`config.mk`:
```
export PLATFORM = sky130hd
export DESIGN_NAME = tosa_compare
export DESIGN_NICKNAME = d
export VERILOG_FILES = /design/src/sv/tosa_pkg.sv /design/src/sv/tosa_compare.sv
export SDC_FILE = /design/constraint.sdc
export NUM_CORES = 1
export LEC_CHECK = 0
export ABC_CLOCK_PERIOD_IN_PS = 6000
export BUFFER_PORTS_ARGS = -buffer_cell sky130_fd_sc_hd__buf_2
export CAP_MARGIN = 20
export CORE_AREA = 2 2 320 322
export DETAILED_ROUTE_END_ITERATION = 10
export DIE_AREA = 0 0 322 324
export SYNTH_ARGS = -nofsm -noshare
export SYNTH_HDL_FRONTEND = slang
export SYNTH_SLANG_ARGS = --single-unit
```
`constraint.sdc`:
```
create_clock -name clock -period 6 [get_ports clock]
set_input_delay 0.6 -clock clock [delete_from_list [all_inputs] [get_ports clock]]
set_output_delay 0.6 -clock clock [all_outputs]
set_load 0.01 [all_outputs]
```
`src/sv/tosa_pkg.sv`:
```
// shared constants for the triangle overlap separating axis core
// no dependencies

package tosa_pkg;

   localparam int NUM_TRIS        = 2;
   localparam int NUM_VERTS       = 3;
   localparam int NUM_EDGES       = 3;
   localparam int NUM_COORDS      = 2 * NUM_VERTS;
   localparam int NUM_AXES        = NUM_TRIS * NUM_EDGES;
   localparam int NUM_FIELDS      = NUM_TRIS * NUM_COORDS;
   localparam int RSP_TDATA_WIDTH = 8;

endpackage

```
`src/sv/tosa_compare.sv`:
```
// interval overlap test on every axis and final overlap flag, registered
// depends on tosa_pkg

module tosa_compare #(
   parameter int COORD_WIDTH = 16
) (
   input  logic clock,
   input  logic load,
   input  logic signed [2*COORD_WIDTH+1:0] lo [tosa_pkg::NUM_AXES][tosa_pkg::NUM_TRIS],
   input  logic signed [2*COORD_WIDTH+1:0] hi [tosa_pkg::NUM_AXES][tosa_pkg::NUM_TRIS],
   output logic overlap
);
   import tosa_pkg::*;

   logic [NUM_AXES-1:0] apart;
   logic                overlap_in;
   logic                overlap_ff;

   // touching intervals count as separated
   for (genvar a = 0; a < NUM_AXES; a++) begin : g_axis
      assign apart[a] = !((lo[a][0] < hi[a][1]) && (lo[a][1] < hi[a][0]));
   end

   assign overlap_in = ~|apart;

   always_ff @(posedge clock) begin
      if (load) begin
         overlap_ff <= overlap_in;
      end
   end

   assign overlap = overlap_ff;

endmodule

```
# == Yosys cells after proc, flatten, opt, wreduce, memory -nomap -nowiden ==
# Cells that the tools add are included.
# op_classes
n_reduce_logical,14
order_cmp,12
# ops
op,count
34-bit less-than comparator,12
1-bit zero test,7
1-bit logical AND,6
6-bit OR reduction,1
# word_totals
wordCells,27
out_inout_bits,1
ff_bits,1
inputBits,818

# == Logic depth before layout (Yosys ltp) ==
# Gate-level depths: netlist of the first run.
# logic_depth
ltp_word,5
mapped_depth,10
ltp_nobuf,10

# == Worst setup path before layout of the first run ==
# No wires, ideal clock.
# synth_timing
kind,input port to flip-flop
from,input hi[79] in the netlist's numbering
to,"register overlap_ff (netlist: overlap), data pin"
path_buffers,0
required_ps,5744
path_stages,10
arrival_ps,2250
setup_ps,256
path_slack_ps,3493
path_cell_list,inv_1 ha_1 a21o_1 a221o_1 a221oi_2 nand2_1 o21ai_2 a21oi_1 o211a_1 and4b_1
# synth_between
elab_chain_len,5
# synth_lines
item,line_no,text
"start, declared",tosa_compare.sv:10,"input logic signed [2*COORD_WIDTH+1:0] hi [tosa_pkg::NUM_AXES][tosa_pkg::NUM_TRIS],"
34-bit less-than comparator,tosa_compare.sv:21,assign apart[a] = !((lo[a][0] < hi[a][1]) && (lo[a][1] < hi[a][0]));
1-bit logical AND,tosa_compare.sv:21,
1-bit zero test,tosa_compare.sv:21,
6-bit OR reduction,tosa_compare.sv:24,assign overlap_in = ~|apart;
1-bit zero test,tosa_compare.sv:24,
net overlap_in,tosa_compare.sv:16,logic overlap_in;
"end signal, assigned",tosa_compare.sv:28,overlap_ff <= overlap_in;
"end, declared",tosa_compare.sv:17,logic overlap_ff;
# The timed path passes the listed nets, and every way through them passes these cells.
# A chain may end at the register's enable or synchronous reset.

# == Final worst setup path of the first run ==
# layout_timing
from,input hi[271] in the netlist's numbering
to,"register overlap_ff (netlist: overlap), data pin"
# The elaborated chain is that of the path after synthesis.

==> run summary, run 1 <==
====================================================================================================
Routed len/inst                                                                              19.5 um
Crit path buf inv count                                                                            2
Number of synthesized register bits                                                                1
WP data required                                                                             5.87 ns
Power density over the cells                                                            61.3 nW/um^2
Horiz. Die Dim                                                                                322 um
Cts repair resizes                                                                                 0
Number of max-slew violations in the final report                                                  0
Hold buffer count at CTS                                                                           0
Outcome                                                                                 finished, final reports clean
Part of the Yosys area used for sequential elements                                           0.300%
Slew headroom                                                                                  24.6%
Time the worst path needs with I/O delays and setup                                          3.88 ns
Tot Pwr                                                                                     0.972 mW
Proportion of layout cells with a drive suffix above 1                                         37.1%
EDFF count, synth                                                                                  1
Predominant post-synthesis flop cell                                                    sky130_fd_sc_hd__edfxtp_1
Peak Freq                                                                                    258 MHz
Post-synth net total                                                                            2625
Synthesized cell area                                                                    10000 sq um
CP Max Fanout                                                                                      3
Die span in y                                                                                 324 um
Endpoint class of the critical path                                                         register
Placement Rows                                                                                   117
Starting Density                                                                               9.92%
Cell count after placement                                                                      3541
Number of detailed-routing iterations run before antenna repair                                    5
Tightest Pin Transition                                                                      1.12 ns
Worst Hold Launch                                                                               load
Post-Syn Area per Cell                                                                    7.10 sq um
Remaining global-route overflow                                                                    0
Setup TNS Final                                                                                 0 ns
Cell seen most often among critical-path stages                                         sky130_fd_sc_hd__nand4_1
Setup Buffers After CTS                                                                            0
Pre-CTS setup slack                                                                          1.88 ns
Worst-path cell with the longest stage delay                                            sky130_fd_sc_hd__nor4_2
Endpoints failing hold                                                                             0
Syn Inst Count                                                                                  1411
Flip-flop count of the largest register after layout                                               1
DRC marker count from the first detailed-route iteration                                         502
Slowest stage delay, CP                                                                      0.75 ns
Static Leak                                                                                  9.80 nW
Proportion of synthesized flip-flops having asynchronous set or reset                             0%
CORE AREA                                                                               101000 sq um
Non-filler instance count after layout                                                          3572
# setup viols final                                                                                0
Area growth syn-to-layout                                                                      58.2%
Kind of start point of the critical path                                                  input port
Peak VDD IR                                                                                  22.8 uV
Clock-pin slew reported for the worst setup and hold paths after clock tree synthesis           0 ns
Share of the clock period used by the worst path                                               64.6%
Routed vias/inst                                                                                3.67
Setup Crit Path Kind                                                                       in -> reg
Top-area cell type share of the netlist area                                                   49.4%
Vias in the first global route                                                                 12600
Final setup slack of the worst path                                                          2.12 ns
RSZ-0062 raised after global routing                                                              no
Global-route wire length before repair                                                       90.5 mm
Worst min path class                                                                       in -> reg
Synth area leaders                                                                      sky130_fd_sc_hd__ha_1 49%, sky130_fd_sc_hd__inv_1 15%, sky130_fd_sc_hd__a21oi_1 6.9%
Detail Placement HPWL                                                                        67.9 mm
Largest net degree at the start of global routing                                                  4
Worst min-delay path endpoint                                                           overlap$_DFFE_PP_
Worst path top cell family by delay                                                     simple AND/OR/NAND/NOR gates
Max capacitance violation total                                                                    0
Total number of yosys warnings                                                                     0
Cells traversed along the worst timing path                                             buf_2 > inv_1 > ha_1 > nand4_1 > nor4_2 > nand4_1 > a21oi_1 > nor3_1 > xnor2_1 > o31a_1 > and4b_1
Remaining antenna violation count                                                                  0
Overall via count from detail_route                                                            13100
Final Util                                                                                     15.7%
Count of boundary I/O pins                                                                       819
Data arrival, critical path                                                                  3.74 ns
Number of I/O port buffers                                                                       818
Aggregate routed wire length                                                                 69.7 mm
Biggest area consumer among synthesized cells                                           sky130_fd_sc_hd__ha_1
Hold Path Depth                                                                                    1
Die footprint                                                                           104000 sq um
Global-route usage over all layers                                                             12.5%
Placer Congestion                                                                              0.929
Distinct cells, synth                                                                             56
Initial antenna violation count                                                                  121
Count of nets after finishing                                                                   3448
Post-route DRC violation count                                                                     0
====================================================================================================
[how the worst max path moves through the flow]
stage            start  slack, ns  cells past startpoint           endpoint
2_1_floorplan   hi[79]       3.49                     10  overlap$_DFFE_PP_
5_1_grt        hi[271]       1.77                     11  overlap$_DFFE_PP_
3_3_place_gp   hi[271]       1.97                     11  overlap$_DFFE_PP_
4_1_cts        hi[271]       1.87                     11  overlap$_DFFE_PP_
3_5_place_dp   hi[271]       1.88                     11  overlap$_DFFE_PP_
6_report       hi[271]       2.12                     11  overlap$_DFFE_PP_
[cells by family (layout without fill, tap and decap cells)]
family          count (synthesis)  in the layout  synth area share (%)
xor+xnor                        3              3                 0.262
mux                             3              3                 0.300
fa+ha+maj                     396            396                  49.4
other cells                     0             31                     0
compound gates                343            343                  21.4
flops                           1              1                 0.300
simple gates                  261            261                  13.1
buf+inv                       404           1225                  15.1
[layout make-up]
cell class,instances,area [sq um]
tap,1309,1640
antenna,31,77.6
multi-input combinational,1006,8480
timing repair buffer,821,4120
inverter,404,1520
sequential,1,30.0
fill,11700,85100
[stage by stage]
| step | hold slack [ns] | instance area, sq um |
|---|---|---|
| 2_1_floorplan | 0.712 | 10000 |
| 3_3_place_gp | 0.823 | 15800 |
| 3_5_place_dp | 0.824 | 15800 |
| 4_1_cts | 0.824 | 15800 |
| 5_1_grt | 0.823 | 15800 |
| 6_report | 0.823 | 15900 |
[layout by cell type, fill, tap and decap left out, drive strengths merged, types with 2 or more instances in the layout]
cell and instances:
a21oi 139, nor3 12, diode 31, nor2 34, buf 821, xnor2 2, a211oi 20, a2bb2oi 2
o2bb2ai 4, nand2b 17, mux2i 3, nor2b 2, inv 404, and4 8, a41oi 4, a31oi 5
nor3b 2, o211ai 5, or2 3, nand3 20, nand4 54, o41ai 2, ha 396, o21ai 60
o31ai 2, nor4 8, a2111oi 5, a221o 3, and3 2, nand2 92, o2111ai 4, o211a 3
a221oi 8, a22oi 2, and2 2, a21o 53, o21a 11, a211o 3
[synth_stat cells, types with 3 or more instances]
cell type                   instances
sky130_fd_sc_hd__a2111oi_0          4
sky130_fd_sc_hd__a211o_1            3
sky130_fd_sc_hd__a211oi_1          20
sky130_fd_sc_hd__a21o_1            53
sky130_fd_sc_hd__a21oi_1          139
sky130_fd_sc_hd__a221o_1            3
sky130_fd_sc_hd__a221oi_1           7
sky130_fd_sc_hd__a31oi_1            5
sky130_fd_sc_hd__a41oi_1            4
sky130_fd_sc_hd__and4_1             8
sky130_fd_sc_hd__ha_1             396
sky130_fd_sc_hd__inv_1            404
sky130_fd_sc_hd__mux2i_1            3
sky130_fd_sc_hd__nand2_1           92
sky130_fd_sc_hd__nand2b_1          17
sky130_fd_sc_hd__nand3_1           20
sky130_fd_sc_hd__nand4_1           54
sky130_fd_sc_hd__nor2_1            34
sky130_fd_sc_hd__nor3_1            12
sky130_fd_sc_hd__nor4_1             7
sky130_fd_sc_hd__o2111ai_1          4
sky130_fd_sc_hd__o211a_1            3
sky130_fd_sc_hd__o211ai_1           5
sky130_fd_sc_hd__o21a_1            11
sky130_fd_sc_hd__o21ai_0           46
sky130_fd_sc_hd__o21ai_1           13
sky130_fd_sc_hd__o2bb2ai_1          4
sky130_fd_sc_hd__or2_1              3
[where the power goes]
group,internal (mW),switching (mW),total (mW)
clock network,0.000000575,0,0.000000575
logic,0.469,0.495,0.964
registers,0.00814,0.0000850,0.00823
[per-layer routing]
layer	part of all wire, %	GRT usage (%)
met3	11	5.64
met1	38	13.7
met4	3.7	2.56
met5	0.95	0
met2	46	22.0
(Power assumes the default switching activity.)
==> inputs of run 2 (changes only) <==
Settings changed: ABC_CLOCK_PERIOD_IN_PS 6000 to 3400, CORE_AREA 2 2 320 322 to 2 2 319 321, DIE_AREA 0 0 322 324 to 0 0 321 323.
Clock period 6 ns to 3.4 ns, I/O delays scaled along.
==> run 2 against run 1 <==
Hold slack worse by 0.28 ns. Setup slack worse by 1.8 ns. Largest cell class unchanged. Combinational power is 76% higher. Total power is 76% higher. Sequential share of layout area hardly changed. Core utilization is 0.15 points higher. Via count is 0.90% higher.
==> run summary, run 2 (same netlist as run 1, synthesis figures left out) <==
====================================================================================================
Detail Placement HPWL                                                                        65.9 mm   was 67.9 mm
Worst Hold Launch                                                                               load   unchanged
Internal power of the cells                                                                 0.854 mW   was 0.477 mW
Slowest stage delay, CP                                                                      0.47 ns   was 0.75 ns
CORE AREA                                                                               101000 sq um   about the same
Number of I/O port buffers                                                                       818   unchanged
Final Util                                                                                     15.9%   was 15.7%
Commonest cells after routing, fill and taps aside                                      818 x sky130_fd_sc_hd__buf_2, 404 x sky130_fd_sc_hd__inv_1, 395 x sky130_fd_sc_hd__ha_1, 139 x sky130_fd_sc_hd__a21oi_1, 92 x sky130_fd_sc_hd__nand2_1   was 818 x sky130_fd_sc_hd__buf_2, 404 x sky130_fd_sc_hd__inv_1, 396 x sky130_fd_sc_hd__ha_1, 139 x sky130_fd_sc_hd__a21oi_1, 92 x sky130_fd_sc_hd__nand2_1
Die span in y                                                                                 323 um   was 324 um
Data arrival, critical path                                                                  2.93 ns   was 3.74 ns
Max capacitance violation total                                                                    0   unchanged
Post-route DRC violation count                                                                     0   unchanged
Flip-flop count of the largest register after layout                                               1   unchanged
Placement Rows                                                                                   117   unchanged
Sequential power share                                                                          0.8%   about the same
Peak Freq                                                                                    327 MHz
Die footprint                                                                           104000 sq um   about the same
Overall via count from detail_route                                                            13200   was 13100
Worst min path class                                                                       in -> reg   unchanged
Time the worst path needs with I/O delays and setup                                          3.06 ns
Number of fillers in the final layout                                                          11600   was 11700
Placed Area                                                                              15900 sq um   was 15800 sq um
Power density over the cells                                                             107 nW/um^2   was 61.3 nW/um^2
Remaining global-route overflow                                                                    0   unchanged
Cells traversed along the worst timing path                                             buf_2 > inv_1 > ha_2 > nand4_1 > nor4_2 > buf_4 > nand4_1 > a21oi_1 > nor3_1 > xnor2_1 > o31a_1 > and4b_1   was buf_2 > inv_1 > ha_1 > nand4_1 > nor4_2 > nand4_1 > a21oi_1 > nor3_1 > xnor2_1 > o31a_1 > and4b_1
Static Leak                                                                                  9.86 nW   was 9.80 nW
Clock network fraction of design power                                                            0%   about the same
Crit path buf inv count                                                                            3   was 2
DRC marker count from the first detailed-route iteration                                         442   was 502
Number of max-slew violations in the final report                                                  0   unchanged
Setup Crit Path Kind                                                                       in -> reg   unchanged
Slew headroom                                                                                  46.4%   was 24.6%
Placer Congestion                                                                              0.889   was 0.929
Non-filler instance count after layout                                                          3586   was 3572
Vias in the first global route                                                                 12400   was 12600
Aggregate routed wire length                                                                 67.7 mm   was 69.7 mm
Share of the clock period used by the worst path                                               90.0%
Peak VDD IR                                                                                  45.3 uV   was 22.8 uV
Endpoint class of the critical path                                                         register   unchanged
Setup TNS Final                                                                                 0 ns   unchanged
Hold Path Depth                                                                                    1   unchanged
Starting Density                                                                               9.95%   was 9.92%
Count of nets after finishing                                                                   3461   was 3448
Cell seen most often among critical-path stages                                         sky130_fd_sc_hd__nand4_1   unchanged
Initial antenna violation count                                                                  139   was 121
# setup viols final                                                                                0   unchanged
Area growth syn-to-layout                                                                      59.3%   was 58.2%
Switch Pwr                                                                                  0.858 mW   was 0.495 mW
Kind of start point of the critical path                                                  input port   unchanged
Worst min-delay path endpoint                                                           overlap$_DFFE_PP_   unchanged
Largest net degree at the start of global routing                                                  4   unchanged
Number of detailed-routing iterations run before antenna repair                                    5   unchanged
RSZ-0062 raised after global routing                                                              no   unchanged
Tightest Pin Transition                                                                     0.796 ns   was 1.12 ns
Worst Hold Slack                                                                            0.540 ns   was 0.823 ns
Switching Share                                                                                50.1%   was 50.9%
Setup Buffers After CTS                                                                            0   unchanged
Origin of the worst setup path                                                               hi[271]   unchanged
Area of all placed cells without fillers                                                 16000 sq um   was 15900 sq um
Clock-pin slew reported for the worst setup and hold paths after clock tree synthesis           0 ns   about the same
Worst path top cell family by delay                                                     simple AND/OR/NAND/NOR gates   unchanged
WP data required                                                                             3.27 ns   was 5.87 ns
Proportion of layout cells with a drive suffix above 1                                         37.5%   was 37.1%
Cell count after placement                                                                      3554   was 3541
Horiz. Die Dim                                                                                321 um   was 322 um
Remaining antenna violation count                                                                  0   unchanged
Routed len/inst                                                                              18.9 um   was 19.5 um
Endpoints failing hold                                                                             0   unchanged
Global-route wire length before repair                                                       87.6 mm   was 90.5 mm
Count of boundary I/O pins                                                                       819   unchanged
Combinational cell fraction of total power                                                     99.2%   about the same
Most common cell after layout, fill and taps aside                                      sky130_fd_sc_hd__buf_2   unchanged
Routed vias/inst                                                                                3.69   was 3.67
Worst-path cell with the longest stage delay                                            sky130_fd_sc_hd__ha_2   was sky130_fd_sc_hd__nor4_2
Outcome                                                                                 finished, final reports clean   unchanged
CP Max Fanout                                                                                      3   unchanged
Global-route usage over all layers                                                             12.1%   was 12.5%
====================================================================================================
-- run 2: final cells by class --
class | count | area [sq um] | share of cell area (%)
inverter | 404 | 1520 | 9.50
sequential | 1 | 30.0 | 0.188
timing repair buffer | 834 | 4210 | 26.4
multi-input combinational | 1006 | 8490 | 53.2
tap | 1309 | 1640 | 10.3
antenna | 32 | 80.1 | 0.502
-- run 2: stage by stage --
step	setup slack [ns]	total power, mW
after CTS	0.0342	1.74
final	0.340	1.71
after global placement	-0.101	1.70
after global routing	0.0570	1.96
after detailed placement	-0.0585	1.73
after floorplan	1.15	0.841
-- run 2: metal layers --
layer | vias up | global-route usage (%) | wire length (um)
met5 | - | 0 | 697
li1 | 6611 | - | -
met4 | 110 | 2.54 | 2270
met3 | 268 | 4.83 | 7430
met2 | 684 | 21.7 | 31800
met1 | 5570 | 13.4 | 25500
-- run 2: how the worst max path moves through the flow --
| stage | to | slack (ns) | cells after the start |
|---|---|---|---|
| 2_1_floorplan | overlap$_DFFE_PP_ | 1.15 | 10 |
| 3_3_place_gp | overlap$_DFFE_PP_ | -0.10 | 12 |
| 3_5_place_dp | overlap$_DFFE_PP_ | -0.06 | 12 |
| 4_1_cts | overlap$_DFFE_PP_ | 0.03 | 12 |
| 5_1_grt | overlap$_DFFE_PP_ | 0.06 | 12 |
| 6_report | overlap$_DFFE_PP_ | 0.34 | 12 |
-- run 2: timing repair --
action	CTS	global route
gates resized for setup	1	1
hold buffers	0	0
setup endpoints to repair	1	1
-- run 2: power by group through the flow --
stage          Sequential, mW  Combinational, mW   Clock (mW)
2_1_floorplan          0.0149              0.826            0
3_3_place_gp           0.0145               1.68            0
3_5_place_dp           0.0145               1.72            0
4_1_cts                0.0145               1.73            0
5_1_grt                0.0145               1.95  0.000000750
6_report               0.0145               1.70   0.00000120
==> inputs of run 3 (changes only) <==
--- a/config.mk
+++ b/config.mk
@@ -7,3 +7,3 @@
 export LEC_CHECK = 0
-export ABC_CLOCK_PERIOD_IN_PS = 3400
+export ABC_CLOCK_PERIOD_IN_PS = 2700
 export BUFFER_PORTS_ARGS = -buffer_cell sky130_fd_sc_hd__buf_2
==> constraint.sdc (replaced) <==
create_clock -name clock -period 2.7 [get_ports clock]
set_input_delay 0.54 -clock clock [delete_from_list [all_inputs] [get_ports clock]]
set_output_delay 0.54 -clock clock [all_outputs]
set_load 0.01 [all_outputs]
==> run 3 against run 2 <==
The flow now finishes with violations (setup timing). Wire length is 1.4% higher. Global-route usage increased by 0.23 points. Via count up 2.3%. First-iteration DRC count is 11% lower. Sequential cell count is the same. Sequential share of layout area about the same.
==> run summary, run 3 (same netlist as run 1, synthesis figures left out) <==
====================================================================================================
Outcome                                                                                 finished with violations   was finished, final reports clean
Failing checks                                                                          setup timing
Kind of start point of the critical path                                                  input port   unchanged
Die footprint                                                                           104000 sq um   unchanged
Final Util                                                                                     16.8%   was 15.9%
Remaining global-route overflow                                                                    0   unchanged
Placer Congestion                                                                              0.897   was 0.889
Setup TNS Final                                                                            -0.237 ns   was 0 ns
Tot Pwr                                                                                      2.37 mW   was 1.71 mW
Die span in y                                                                                 323 um   unchanged
Endpoints failing hold                                                                             0   unchanged
Horiz. Die Dim                                                                                321 um   unchanged
Slowest stage delay, CP                                                                      0.31 ns   was 0.47 ns
Post-route DRC violation count                                                                     0   unchanged
Remaining antenna violation count                                                                  0   unchanged
Clock-pin slew reported for the worst setup and hold paths after clock tree synthesis           0 ns   about the same
Count of boundary I/O pins                                                                       819   unchanged
Vias in the first global route                                                                 13100   was 12400
Non-filler instance count after layout                                                          3654   was 3586
# setup viols final                                                                                1   was 0
RSZ-0062 raised after global routing                                                             yes   was no
Number of detailed-routing iterations run before antenna repair                                    5   unchanged
Proportion of layout cells with a drive suffix above 1                                         41.5%   was 37.5%
WP data required                                                                             2.45 ns   was 3.27 ns
Commonest cells after routing, fill and taps aside                                      808 x sky130_fd_sc_hd__buf_2, 395 x sky130_fd_sc_hd__inv_1, 385 x sky130_fd_sc_hd__ha_1, 133 x sky130_fd_sc_hd__a21oi_1, 91 x sky130_fd_sc_hd__nand2_1   was 818 x sky130_fd_sc_hd__buf_2, 404 x sky130_fd_sc_hd__inv_1, 395 x sky130_fd_sc_hd__ha_1, 139 x sky130_fd_sc_hd__a21oi_1, 92 x sky130_fd_sc_hd__nand2_1
DRC marker count from the first detailed-route iteration                                         395   was 442
Worst min path class                                                                       in -> reg   unchanged
Flip-flop count of the largest register after layout                                               1   unchanged
Area growth syn-to-layout                                                                      68.7%   was 59.3%
Detail Placement HPWL                                                                        66.2 mm   was 65.9 mm
CORE AREA                                                                               101000 sq um   unchanged
Overall via count from detail_route                                                            13500   was 13200
Max capacitance violation total                                                                    0   unchanged
Worst Hold Slack                                                                            0.744 ns   was 0.540 ns
Final setup slack of the worst path                                                        -0.237 ns   was 0.340 ns
Aggregate routed wire length                                                                 68.7 mm   was 67.7 mm
Routed vias/inst                                                                                3.71   was 3.69
Count of nets after finishing                                                                   3529   was 3461
Cell count after placement                                                                      3619   was 3554
Time the worst path needs with I/O delays and setup                                          2.94 ns
Routed len/inst                                                                              18.8 um   was 18.9 um
Peak Freq                                                                                    341 MHz
Hold buffer count at CTS                                                                           0   unchanged
Global-route usage over all layers                                                             12.3%   was 12.1%
Initial antenna violation count                                                                  135   was 139
Setup Crit Path Kind                                                                       in -> reg   unchanged
Cells traversed along the worst timing path                                             buf_6 > inv_4 > ha_4 > a21o_4 > a221o_1 > a221oi_2 > buf_4 > nand2_2 > o21ai_2 > a21oi_1 > o211a_1 > buf_12 > and4b_1   was buf_2 > inv_1 > ha_2 > nand4_1 > nor4_2 > buf_4 > nand4_1 > a21oi_1 > nor3_1 > xnor2_1 > o31a_1 > and4b_1
Placement Rows                                                                                   117   unchanged
Endpoint class of the critical path                                                         register   unchanged
Slew headroom                                                                                  67.8%   was 46.4%
Placed Area                                                                              16400 sq um   was 15900 sq um
Peak VDD IR                                                                                  63.6 uV   was 45.3 uV
Global-route wire length before repair                                                       89.7 mm   was 87.6 mm
Tightest Pin Transition                                                                     0.472 ns   was 0.796 ns
Pre-CTS setup slack                                                                        -0.841 ns   was -0.0585 ns
Data arrival, critical path                                                                  2.68 ns   was 2.93 ns
Share of the clock period used by the worst path                                                109%
Number of max-slew violations in the final report                                                  0   unchanged
Largest net degree at the start of global routing                                                  4   unchanged
CP Max Fanout                                                                                      2   was 3
Starting Density                                                                               9.95%   unchanged
Number of I/O port buffers                                                                       818   unchanged
Worst-path cell with the longest stage delay                                            sky130_fd_sc_hd__a221o_1   was sky130_fd_sc_hd__ha_2
Static Leak                                                                                  10.3 nW   was 9.86 nW
Area of all placed cells without fillers                                                 16900 sq um   was 16000 sq um
Power density over the cells                                                             140 nW/um^2   was 107 nW/um^2
Most common cell after layout, fill and taps aside                                      sky130_fd_sc_hd__buf_2   unchanged
====================================================================================================
run 3: what timing repair did:
action / 4_1_cts / 5_1_grt
resized for setup: 55 / 16
pin swaps: 31 / 13
endpoints found under the setup margin: 1 / 1
buffers inserted: 3 / 0
run 3: worst max-delay path: cells and delay by family:
family / cells / cell delay (ns)
buffers and inverters: 4 / 0.45
AO/OA/AOI/OAI: 6 / 1.27
adder cells (fa/ha/maj): 1 / 0.19
AND/OR/NAND/NOR: 2 / 0.21
run 3: cell type report:
cell class,count,area [sq um]
Fill cell,11600,83800
Multi-Input combinational cell,1006,8830
Timing Repair Buffer,902,4810
Tap cell,1309,1640
Inverter,404,1520
Antenna cell,32,80.1
Sequential cell,1,30.0
run 3: worst paths after layout:
check | startpoint | endpoint | slack, ns | cells after the start
worst max-delay path | hi[79] | overlap$_DFFE_PP_ | -0.24 | 13
worst min-delay path | load | overlap$_DFFE_PP_ | 0.74 | 1
run 3: where the power goes:
group          internal, mW  switching (mW)  leakage, nW
Combinational          1.21            1.15         10.3
Clock            0.00000160               0     0.000203
Sequential           0.0181        0.000155      0.00949
Total                  1.23            1.15         10.3
run 3: metal layers:
layer | vias to the layer above | part of all wire (%) | global-route usage, %
met5 | - | 1.0 | 0
met4 | 110 | 3.7 | 3.84
met3 | 258 | 10 | 4.93
met2 | 657 | 47 | 21.5
met1 | 5786 | 38 | 13.7
li1 | 6737 | - | -
